$ cat config.mk
export PLATFORM = sky130hd
export DESIGN_NAME = alpha_blend_pixel_unit
export DESIGN_NICKNAME = d
export VERILOG_FILES = /design/src/abp_pkg.sv /design/src/abp_regs.sv /design/src/abp_blend.sv /design/src/alpha_blend_pixel_unit.sv
export SDC_FILE = /design/constraint.sdc
export NUM_CORES = 1
export LEC_CHECK = 0
export BUFFER_PORTS_ARGS = -buffer_cell sky130_fd_sc_hd__buf_2
export CORE_UTILIZATION = 35
export CTS_CLUSTER_SIZE = 12
export DETAILED_ROUTE_END_ITERATION = 6
export PLACE_DENSITY = 0.54
export SLEW_MARGIN = 15
export SYNTH_ARGS = -nofsm -noshare
export SYNTH_HDL_FRONTEND = slang
export SYNTH_HIERARCHICAL = 1
export SYNTH_SLANG_ARGS = --single-unit
$ cat constraint.sdc
create_clock -name clk -period 10.9 [get_ports clk]
set_input_delay 1.635 -clock clk [delete_from_list [all_inputs] [get_ports clk]]
set_output_delay 1.635 -clock clk [all_outputs]
set_load 0.02 [all_outputs]
$ cat src/abp_pkg.sv
// ----------------------------------------------------------------------------
// abp_pkg
// Shared types, format codes and the per-channel blend arithmetic for the
// alpha blend pixel unit.
// ----------------------------------------------------------------------------
package abp_pkg;

	// Destination pixel format codes (code 3 is unused and falls back to xRGB8888)
	typedef enum logic [1:0] {
		FMT_XRGB8888 = 2'd0,
		FMT_RGB565   = 2'd1,
		FMT_RGB555   = 2'd2
	} dest_fmt_t;

	// Configuration register indexes
	localparam int unsigned REG_DEST_FORMAT = 0;

	// APB geometry
	localparam int unsigned PADDR_W = 3;
	localparam int unsigned PDATA_W = 32;

	// Rounding bias added before the 16-bit drop
	localparam logic signed [27:0] ROUND_BIAS = 28'sd32768;

	// One source pixel request plus the destination it lands on
	typedef struct packed {
		logic [7:0]  alpha;
		logic [7:0]  red;
		logic [7:0]  green;
		logic [7:0]  blue;
		logic [31:0] dest;
	} pix_req_t;

	// One blended result
	typedef struct packed {
		logic        we;
		logic [31:0] pixel;
	} pix_res_t;

	// d + floor((t*257 + 32768) / 65536), t = a*(s-d), kept to 8 bits
	function automatic logic [7:0] mix_chan(input logic [7:0] a, input logic [7:0] s,
			input logic [7:0] d);
		logic signed [9:0]  diff;
		logic signed [18:0] t;
		logic signed [27:0] tx;
		logic signed [27:0] x;
		diff = $signed({2'b00, s}) - $signed({2'b00, d});
		t    = $signed({11'b0, a}) * $signed({{9{diff[9]}}, diff});
		tx   = {{9{t[18]}}, t};
		x    = (tx <<< 8) + tx + ROUND_BIAS;
		// two's complement high bits give the floor of the arithmetic shift
		return d + x[23:16];
	endfunction

endpackage

$ cat src/abp_regs.sv
// ----------------------------------------------------------------------------
// abp_regs
// APB register block: holds the destination format register.
// ----------------------------------------------------------------------------
module abp_regs (
	input  logic                         clk,
	input  logic                         arst_n,
	input  logic                         psel,
	input  logic                         penable,
	input  logic                         pwrite,
	input  logic [abp_pkg::PADDR_W-1:0]  paddr,
	input  logic [abp_pkg::PDATA_W-1:0]  pwdata,
	output logic [abp_pkg::PDATA_W-1:0]  prdata,
	output logic                         pready,
	output abp_pkg::dest_fmt_t           dest_format
);
	import abp_pkg::*;

	logic [PADDR_W-3:0] reg_idx;
	logic               wr_en;
	dest_fmt_t          fmt_q;

	assign reg_idx = paddr[PADDR_W-1:2];
	assign wr_en   = psel && penable && pwrite;
	assign pready  = 1'b1;

	// register write
	always_ff @(posedge clk or negedge arst_n) begin
		if (!arst_n) begin
			fmt_q <= FMT_XRGB8888;
		end else if (wr_en && (reg_idx == (PADDR_W-2)'(REG_DEST_FORMAT))) begin
			fmt_q <= dest_fmt_t'(pwdata[1:0]);
		end
	end

	// read mux
	always_comb begin
		prdata = '0;
		if (reg_idx == (PADDR_W-2)'(REG_DEST_FORMAT)) begin
			prdata = {{(PDATA_W-2){1'b0}}, fmt_q};
		end
	end

	assign dest_format = fmt_q;

endmodule

$ cat src/abp_blend.sv
// ----------------------------------------------------------------------------
// abp_blend
// Single-pass blend datapath: unpack destination, mix three channels,
// repack in the destination format.
// ----------------------------------------------------------------------------
module abp_blend (
	input  abp_pkg::dest_fmt_t dest_format,
	input  abp_pkg::pix_req_t  req,
	output abp_pkg::pix_res_t  res
);
	import abp_pkg::*;

	logic [7:0]  dr, dg, db;
	logic [7:0]  rr, rg, rb;
	logic [31:0] packed_pix;

	// unpack destination channels to 8 bits, zero fill
	always_comb begin
		case (dest_format)
			FMT_RGB565: begin
				dr = {req.dest[15:11], 3'b000};
				dg = {req.dest[10:5], 2'b00};
				db = {req.dest[4:0], 3'b000};
			end
			FMT_RGB555: begin
				dr = {req.dest[14:10], 3'b000};
				dg = {req.dest[9:5], 3'b000};
				db = {req.dest[4:0], 3'b000};
			end
			default: begin
				dr = req.dest[23:16];
				dg = req.dest[15:8];
				db = req.dest[7:0];
			end
		endcase
	end

	// opaque source replaces, otherwise blend each channel
	always_comb begin
		if (req.alpha == 8'hff) begin
			rr = req.red;
			rg = req.green;
			rb = req.blue;
		end else begin
			rr = mix_chan(req.alpha, req.red, dr);
			rg = mix_chan(req.alpha, req.green, dg);
			rb = mix_chan(req.alpha, req.blue, db);
		end
	end

	// repack
	always_comb begin
		case (dest_format)
			FMT_RGB565: packed_pix = {16'b0, rr[7:3], rg[7:2], rb[7:3]};
			FMT_RGB555: packed_pix = {17'b0, rr[7:3], rg[7:3], rb[7:3]};
			default:    packed_pix = {8'b0, rr, rg, rb};
		endcase
	end

	// transparent source: no write, zero pixel
	always_comb begin
		if (req.alpha == 8'h00) begin
			res.we    = 1'b0;
			res.pixel = '0;
		end else begin
			res.we    = 1'b1;
			res.pixel = packed_pix;
		end
	end

endmodule

$ cat src/alpha_blend_pixel_unit.sv
// ----------------------------------------------------------------------------
// alpha_blend_pixel_unit
// Source-over alpha blend of ARGB8888 pixels onto xRGB8888 / RGB565 / RGB555.
//
//  channel | handshake             | payload
//  --------+-----------------------+---------------------------------------
//  pix     | pix_valid/pix_ready   | fg_alpha, fg_red/green/blue, dest_pixel
//  res     | res_valid/res_ready   | write_enable, pixel_out
//  cfg     | APB psel/penable      | dest_format at byte address 0
//
// Two registers per request: input register, blend logic, result register.
// res_valid rises when the request moves from the input register into the result
// register; throughput is one request per clock while res_ready does not stall,
// set by the single-pass blend between the two registers.
// A stalled result holds in the result register; the input register takes a
// request while empty, else when the result register is empty or drains.
// arst_n clears both valid flags and the format register (xRGB8888).
// ----------------------------------------------------------------------------
module alpha_blend_pixel_unit (
	input  logic                         clk,
	input  logic                         arst_n,
	// configuration
	input  logic                         psel,
	input  logic                         penable,
	input  logic                         pwrite,
	input  logic [abp_pkg::PADDR_W-1:0]  paddr,
	input  logic [abp_pkg::PDATA_W-1:0]  pwdata,
	output logic [abp_pkg::PDATA_W-1:0]  prdata,
	output logic                         pready,
	// pixel requests
	input  logic                         pix_valid,
	output logic                         pix_ready,
	input  logic [7:0]                   fg_alpha,
	input  logic [7:0]                   fg_red,
	input  logic [7:0]                   fg_green,
	input  logic [7:0]                   fg_blue,
	input  logic [31:0]                  dest_pixel,
	// results
	output logic                         res_valid,
	input  logic                         res_ready,
	output logic                         write_enable,
	output logic [31:0]                  pixel_out
);
	import abp_pkg::*;

	dest_fmt_t dest_format;
	pix_req_t  req_s1;
	pix_res_t  res_comb;
	pix_res_t  res_s2;
	logic      vld_s1;
	logic      vld_s2;
	logic      adv_s2;
	logic      adv_s1;

	abp_regs u_regs (
		.clk         (clk),
		.arst_n      (arst_n),
		.psel        (psel),
		.penable     (penable),
		.pwrite      (pwrite),
		.paddr       (paddr),
		.pwdata      (pwdata),
		.prdata      (prdata),
		.pready      (pready),
		.dest_format (dest_format)
	);

	// pipeline flow control
	assign adv_s2    = !vld_s2 || res_ready;
	assign adv_s1    = !vld_s1 || adv_s2;
	assign pix_ready = adv_s1;

	// valid flags
	always_ff @(posedge clk or negedge arst_n) begin
		if (!arst_n) begin
			vld_s1 <= 1'b0;
			vld_s2 <= 1'b0;
		end else begin
			if (adv_s1) begin
				vld_s1 <= pix_valid;
			end
			if (adv_s2) begin
				vld_s2 <= vld_s1;
			end
		end
	end

	// input register
	always_ff @(posedge clk) begin
		if (adv_s1 && pix_valid) begin
			req_s1.alpha <= fg_alpha;
			req_s1.red   <= fg_red;
			req_s1.green <= fg_green;
			req_s1.blue  <= fg_blue;
			req_s1.dest  <= dest_pixel;
		end
	end

	abp_blend u_blend (
		.dest_format (dest_format),
		.req         (req_s1),
		.res         (res_comb)
	);

	// result register
	always_ff @(posedge clk) begin
		if (adv_s2 && vld_s1) begin
			res_s2 <= res_comb;
		end
	end

	assign res_valid    = vld_s2;
	assign write_enable = res_s2.we;
	assign pixel_out    = res_s2.pixel;

endmodule

Yosys cells after proc, flatten, opt, wreduce, memory -nomap -nowiden
Index checks and enable logic that the tools add are counted.
- output and inout port bits: 68
- logic and storage cells: 49
- bits in registers: 93
- bitwise logic cells: 1
- multiplexer cells: 9
- add/subtract/negate cells: 12
- equal/unequal tests: 3
- $mul: 3
- reductions and logical operators: 11
- operators with widths (cell ; count):
    24-bit by 17-bit adder with 24-bit output (second input constant) ; 3
    24-bit by 19-bit adder with 24-bit output ; 3
    9-bit by 9-bit multiplier with 18-bit output ; 3
    24-bit case mux with 2 select lines ; 1
    33-bit two-way mux ; 1
    8-bit two-way mux ; 4
    8-bit case mux with 2 select lines ; 2
    8-bit by 8-bit subtractor with 9-bit output ; 3
    8-bit adder ; 3
    8-bit equality test (second input constant) ; 1
    8-bit zero test ; 1
    1-bit logical AND ; 5
    2-bit by 1-bit equality test with 1-bit output (second input constant) ; 1
    2-bit equality test (second input constant) ; 1
    1-bit zero test ; 2
    1-bit logical OR ; 2
    2-bit two-way mux ; 1
    2-bit OR reduction ; 1
    1-bit NOT ; 1

Logic depth before layout (Yosys ltp)
Gate-level depths: netlist of run 1.
- depth in word-level cells: 11
- mapped depth: 59
- gate-level depth less buffers: 54

Modules after synthesis
The synthesis of run 1 kept the hierarchy.
- modules (own cells, without submodules) (module ; times used ; area an instance (um^2) ; cells each ; seq. area each (um^2)):
    abp_blend ; 1 ; 12223.0 ; 1470 ; 0.0
    alpha_blend_pixel_unit ; 1 ; 3016.6 ; 105 ; 2962.8
    abp_regs ; 1 ; 361.6 ; 40 ; 50.0

Worst setup path after synthesis of run 1
OpenSTA, ideal clock, no wires.
- path kind: reg-to-reg
- from: register u_regs.fmt_q[0], in the netlist u_regs/dest_format[0]
- to: register res_s2, in the netlist pixel_out[10], data pin
- buffers on the path: 5
- setup slack: -1.040 ns
- cell stages (with the launch flop): 53
- arrival time: 11.772 ns
- setup time: 0.167 ns
- cells stage by stage: dfrtp_1 -> inv_1 -> ha_1 -> buf_2 -> buf_1 -> clkbuf_1 -> buf_1 -> and2_1 -> ha_1 -> fa_1 -> inv_1 -> maj3_2 -> maj3_2 -> maj3_1 -> a21oi_1 -> nor2b_1 -> o21ai_1 -> nand2b_1 -> [... 17 more ...] -> a21oi_1 -> o21ai_0 -> xor2_1 -> ha_1 -> ha_1 -> and3_1 -> nand3_1 -> a21oi_1 -> nor4_1 -> nor2_1 -> ha_1 -> a21oi_1 -> nor3b_1 -> o31ai_4 -> a41oi_1 -> xnor2_1 -> o211ai_1 -> a221oi_2
- cells in the longest elaborated chain, start to end: 9
- ends and longest elaborated chain (item ; line ; RTL):
    from (decl) ; abp_regs.sv:21 ; dest_fmt_t fmt_q;
    from (signal assigned) ; abp_regs.sv:32 ; fmt_q <= dest_fmt_t'(pwdata[1:0]);
    2-bit equality test or 2-bit by 1-bit equality test with 1-bit output (tied branches) ; abp_blend.sv:19, abp_blend.sv:53 ;
    8-bit case mux with 2 select lines ; abp_blend.sv:19 ; case (dest_format)
    8-bit by 8-bit subtractor with 9-bit output ; abp_pkg.sv:47 ; diff = $signed({2'b00, s}) - $signed({2'b00, d});
    9-bit by 9-bit multiplier with 18-bit output ; abp_pkg.sv:48 ; t = $signed({11'b0, a}) * $signed({{9{diff[9]}}, diff});
    24-bit by 19-bit adder with 24-bit output ; abp_pkg.sv:50 ; x = (tx <<< 8) + tx + ROUND_BIAS;
    24-bit by 17-bit adder with 24-bit output ; abp_pkg.sv:50 ;
    8-bit adder ; abp_pkg.sv:52 ; return d + x[23:16];
    8-bit two-way mux ; abp_blend.sv:40 ; if (req.alpha == 8'hff) begin
    24-bit case mux with 2 select lines * ; abp_blend.sv:53 ; case (dest_format)
    to (signal assigned) ; alpha_blend_pixel_unit.sv:108 ; res_s2 <= res_comb;
    to (decl) ; alpha_blend_pixel_unit.sv:49 ; pix_res_t res_s2;
Mark *: on every way between the ends. The rest lies on a longest branch, timed or not.
A chain may end at the register's enable or synchronous reset.

Worst setup path after layout of run 1
- from: register u_regs.fmt_q[0], in the netlist u_regs/dest_format[0]
- to: register res_s2, in the netlist pixel_out[7], data pin
- cells in the longest elaborated chain, start to end: 10
- ends and longest elaborated chain (item ; line):
    2-bit by 1-bit equality test with 1-bit output or 2-bit equality test (tied branches) ; abp_blend.sv:19, abp_blend.sv:53
    2-bit OR reduction (no line) ; --
    8-bit two-way mux ; abp_blend.sv:19
    8-bit by 8-bit subtractor with 9-bit output ; abp_pkg.sv:47
    9-bit by 9-bit multiplier with 18-bit output ; abp_pkg.sv:48
    24-bit by 19-bit adder with 24-bit output ; abp_pkg.sv:50
    24-bit by 17-bit adder with 24-bit output ; abp_pkg.sv:50
    8-bit adder ; abp_pkg.sv:52
    8-bit two-way mux ; abp_blend.sv:40
    24-bit case mux with 2 select lines * ; abp_blend.sv:53
Marked as above.

==> impl_metrics.ini, run 1 <==
[global_route]
grt_max_degree = 57
antenna_found_initial = 2
gr-total-overflow = 0
first_global_vias = 12300
grt_pass1_wl_mm = 62.0
grtUsageTotal_pct = 17.4

[flow_run]
cap_violations = 0

[routing]
via_count = 11900
drt_pass1_iterations = 5
drc_errors = 0
wirelength_mm = 38.1
drt-initial-drc-count = 601
antenna_left = 0
wl_per_cell_microns = 15.3
viasPerCell = 4.77

[floorplan]
rows = 76
ios = 174
start_util_pct = 35.6
dieArea_sq_um = 44700
core_area_sq_um = 43200
die_x_microns = 211
die_h_microns = 211

[worst_setup_path]
critPathMostFrequentCell = buf_4
worstSetupEndpointType = flip-flop
crit_type = flip-flop to flip-flop
critPathSlowestCell = fa_1
cpLargestDelayFamily = adder cells
critPathMaxFanout = 7
path_buf_inv = 9
required_ns = 10.99
max_stage_delay_ns = 0.57
arrival_ns = 10.90
start_kind = flip-flop

[outcome]
status = finished clean

[cells_and_area]
area_growth_pct = 24.9
drive_above_1_share_pct = 28.0
multiInputGateArea_sq_um = 12300
post-route-util_pct = 44.5
seq_area_sq_um = 2770
diodes = 0
fillers = 4257
finalNetCount = 2416

[cts]
clk_latency_ns = 0.36
clk_pin_slew_ns = 0.07
htreeDepth = 3
ctsLongestPathBuffers = 2
cts.sinks = 93
cts_inserted_buffers = 9
root_buffer = clkbuf_16
cts_tree = built

[synthesis]
yosys_warnings = 6
netlist_instances = 1607
syn_avg_cell_area_sq_um = 9.56
syn_area_sq_um = 15400

[timing]
setup-violations-final = 0
hold_viol = 0
finalCritPeriodShare_pct = 99.2
rsz0062_at_grt = yes
fin_skew_ns = 0.0119
max_freq_mhz = 92.4
slew_headroom_pct = 42.0
tightest_slew_ns = 0.870
slew_violations = 0
layout_min_cycle_time_ns = 10.82

[placement]
port_buffers = 102
gp_congestion = 0.815
dp_hpwl_mm = 30.7

[hold_path]
hp-class = flip-flop to flip-flop
==> worst paths after layout <==
| check | slack [ns] | to | from | cells past startpoint |
|---|---|---|---|---|
| setup / recovery | 0.08 | pixel_out[7] | u_regs/dest_format[0] | 49 |
| hold / removal | 0.54 | res_valid | vld_s1 | 1 |
| setup reg to reg | 0.08 | pixel_out[7] | u_regs/dest_format[0] | 49 |
| hold reg to reg | 0.54 | res_valid | vld_s1 | 1 |
| max in group asynchronous | 9.71 | u_regs/dest_format[1] | arst_n | 1 |
| min in group asynchronous | 1.07 | vld_s1 | arst_n | 1 |
==> layout make-up <==
| class | count | area share [%] |
|---|---|---|
| multi-input combinational | 1251 | 64.1 |
| sequential | 93 | 14.4 |
| timing repair buffer | 335 | 12.0 |
| inverter | 216 | 4.24 |
| tap | 585 | 3.81 |
| clock buffer | 10 | 1.19 |
| clock inverter | 6 | 0.274 |
==> sequential cells by signal (all words and copies together) (netlist names) <==
register,count
pixel_out,32
req_s1,56
res_valid,1
u_regs/dest_format,2
vld_s1,1
write_enable,1
==> metrics by stage <==
step	std cells	setup slack (ns)	hold WS, ns	cell area [sq um]	setup TNS (ns)
after detailed placement	2445	-0.462	0.536	17900	-4.58
after global routing	2496	-0.395	0.554	19200	-4.10
after global placement	2445	-0.406	0.519	17900	-3.30
final	2496	0.0830	0.537	19200	0
after CTS	2474	-0.00246	0.543	18400	-0.00598
after floorplan	1643	0.00101	0.511	15600	0
==> placed cells by master, fill, tap and decap left out, types with 8 or more instances in the layout <==
| master | count |
|---|---|
| conb_1 | 39 |
| o21bai_1 | 8 |
| nor2b_1 | 49 |
| o211ai_1 | 8 |
| buf_4 | 226 |
| a21o_1 | 21 |
| fa_1 | 130 |
| nor3_1 | 11 |
| o21a_1 | 9 |
| o21ai_0 | 20 |
| nor2_1 | 81 |
| xor2_1 | 17 |
| buf_2 | 102 |
| a21oi_2 | 33 |
| nand3_1 | 15 |
| a21oi_1 | 34 |
| a221oi_2 | 8 |
| o21ai_2 | 10 |
| ha_1 | 249 |
| edfxtp_1 | 89 |
| xnor2_2 | 10 |
| inv_2 | 12 |
| clkbuf_16 | 9 |
| inv_1 | 203 |
| xnor2_1 | 73 |
| o21ai_1 | 15 |
| and2_1 | 102 |
| ha_4 | 17 |
| nand2_1 | 75 |
| nand2b_1 | 52 |
==> worst register-to-register path, delay by kind of cell, from the launching register on <==
| kind | cells | cell delay (ns) |
|---|---|---|
| DFF | 1 | 0.38 |
| AOI/OAI and AO/OA | 14 | 2.02 |
| muxes | 1 | 0.22 |
| and+or+nand+nor | 7 | 1.34 |
| buffers and inverters | 9 | 1.06 |
| xor gates and xnor gates | 6 | 1.33 |
| adders and majority gates | 12 | 4.18 |
==> per-layer routing <==
layer	routed length (microns)	track usage (%)
met5	26	0
met4	320	2.45
met3	1450	2.33
met2	17800	28.9
met1	18500	24.4
==> timing repair <==
action,CTS,global route
endpoints found under the setup margin,15,20
resized for setup,41,130
buffers inserted,13,26
hold buffers,0,0
pin swaps,26,145
Power of run 1 is left out: the tool's default activity adds up to more than one toggle a clock period on the data nets, which glitch-free logic cannot reach.
==> run 2: changes to the inputs <==
--- a/config.mk
+++ b/config.mk
@@ -14,4 +14,3 @@
 export SYNTH_ARGS = -nofsm -noshare
 export SYNTH_HDL_FRONTEND = slang
-export SYNTH_HIERARCHICAL = 1
 export SYNTH_SLANG_ARGS = --single-unit
==> constraint.sdc (replaced) <==
create_clock -name clk -period 10.9 [get_ports clk]
set_input_delay 1.635 -clock clk [delete_from_list [all_inputs] [get_ports clk]]
set_output_delay 1.635 -clock clk [all_outputs]
set_load 0.01 [all_outputs]
==> run 2 against run 1 <==
Net effect:
- via count is 1.8% lower
- non-clock buffer count increased by 7
- worst hold slack got worse by 0.033 ns
- worst setup slack gained 0.099 ns
- maximum frequency rose by 0.92%
- critical endpoint is now pixel_out[15]
==> impl_metrics.ini, run 2 <==
[outcome]
status = finished clean

[hold_path]
min_to = res_valid
hold_depth = 1
hp-class = flip-flop to flip-flop
min_from = vld_s1

[cts]
cts.sinks = 85
clk_latency_ns = 0.35
postCtsHoldBufs = 0
root_buffer = clkbuf_16
ctsLongestPathBuffers = 2
htreeDepth = 3
cts_tree = built
clk_pin_slew_ns = 0.07
cts_inserted_buffers = 9

[cells_and_area]
top_register = req_s1
final_common_cell = ha_1
seq_area_sq_um = 2530
multiInputGateArea_sq_um = 12100
instances_no_fill = 2443
largest_reg_flops = 56
finalNetCount = 2406
fillers = 4092
area_growth_pct = 25.6
final_cell_mix = ha_1, buf_4, inv_1
post-route-util_pct = 44.7
drive_above_1_share_pct = 27.0

[worst_setup_path]
start_kind = flip-flop
crit_start = u_regs.dest_format[0]
required_ns = 11.00
cpLargestDelayFamily = adder cells
r2r_slack_ns = 0.18
crit_type = flip-flop to flip-flop
path_buf_inv = 10
worstReg2RegEnd = pixel_out[15]
max_stage_delay_ns = 0.54
worstSetupEndpointType = flip-flop
reg2reg_from = u_regs.dest_format[0]
critPathSlowestCell = fa_1
arrival_ns = 10.82
rr_worst_depth = 51
critPathMaxFanout = 5

[synthesis]
synth.area.top_cells = ha_1, fa_1, edfxtp_1
synth_cell_types = 71
synth_top_area_share_pct = 22.4
synth-edff-count = 81
synthArstFlopShare_pct = 4.71
ys.flop_type = edfxtp_1
ys_ff_latch = 85
syn_avg_cell_area_sq_um = 9.42
ys_seq_area_share_pct = 16.9
syn_area_sq_um = 15000
yosysMostFrequentCell = ha_1
yosys_warnings = 0
yosys.area.top_type = ha_1
ys_top_cells_by_count = ha_1, inv_1, fa_1
netlist_instances = 1587

[global_route]
met2_usage_pct = 29.4
busiest_layer = met2
grtUsageTotal_pct = 17.5
met1_usage_pct = 24.0
grt_max_degree = 57
grt_pass1_wl_mm = 61.5
grt.met3_usage_pct = 2.68
gr-total-overflow = 0
antenna_found_initial = 7
first_global_vias = 12200

[floorplan]
rows = 75
dieArea_sq_um = 43600
die_h_microns = 209
core_area_sq_um = 42000
ios = 174
start_util_pct = 35.6
die_x_microns = 209

[routing]
via_count = 11700
drc_errors = 0
wl_per_cell_microns = 15.3
antenna_left = 0
drt-initial-drc-count = 468
viasPerCell = 4.79
wirelength_mm = 37.4
drt_pass1_iterations = 5

[timing]
rsz0062_at_grt = yes
layout_min_cycle_time_ns = 10.72
slew_violations = 0
slew_headroom_pct = 41.1
max_freq_mhz = 93.3
hold_viol = 0
setup-violations-final = 0
tightest_slew_ns = 0.884
finalCritPeriodShare_pct = 98.3
fin_tns_setup_ns = 0
fin_skew_ns = 0.0115

[placement]
port_buffers = 94
placed_cells = 2388
dp_hpwl_mm = 30.5
gp_congestion = 0.833

[flow_run]
cap_violations = 0
==> run 2: layout make-up <==
| class | instances | area share (%) |
|---|---|---|
| Multi-Input combinational cell | 1245 | 64.2 |
| Sequential cell | 85 | 13.5 |
| Timing Repair Buffer | 342 | 12.7 |
| Inverter | 214 | 4.29 |
| Tap cell | 539 | 3.59 |
| Clock buffer | 10 | 1.22 |
| Clock inverter | 6 | 0.413 |
| Antenna cell | 2 | 0.0267 |
==> run 2: how the worst max path moves through the flow <==
stage,end,slack [ns],cells past startpoint
2_1_floorplan,pixel_out[9],-0.02,52
3_3_place_gp,pixel_out[14],-0.34,50
3_5_place_dp,pixel_out[14],-0.41,50
4_1_cts,pixel_out[4],0.007,49
5_1_grt,pixel_out[4],-0.32,50
6_report,pixel_out[15],0.18,51
==> run 2: metrics by stage <==
stage          area (sq um)  hold slack (ns)  setup WS [ns]
2_1_floorplan         15200            0.449        -0.0181
3_3_place_gp          17500            0.468         -0.344
3_5_place_dp          17500            0.473         -0.411
4_1_cts               18200            0.500        0.00710
5_1_grt               18800            0.537         -0.322
6_report              18800            0.504          0.182
==> run 2: cells by family after synthesis <==
logic type	Yosys count	synth area share, %
AOI/OAI and AO/OA	221	9.64
xor gates and xnor gates	108	6.52
adders and majority gates	412	41.1
buffers and inverters	294	8.47
DFF	85	16.9
muxes	15	1.05
other	2	0.0502
and+or+nand+nor	450	16.2
==> run 2: timing repair <==
action                                  in CTS  in global routing
gates cloned                                 0                  1
pin swaps                                   65                132
gates resized for setup                     59                 96
buffers inserted                            21                 18
endpoints found under the setup margin      14                 19
==> run 2: metal layers <==
| metal | vias to the layer above | routed length (microns) | share of wire (%) |
|---|---|---|---|
| met1 | 5612 | 17400 | 47 |
| met2 | 221 | 17600 | 47 |
| met3 | 39 | 1780 | 4.7 |
| li1 | 5815 | - | - |
| met4 | 10 | 488 | 1.3 |
| met5 | - | 72 | 0.19 |
Power of run 2 is left out for the same reason.
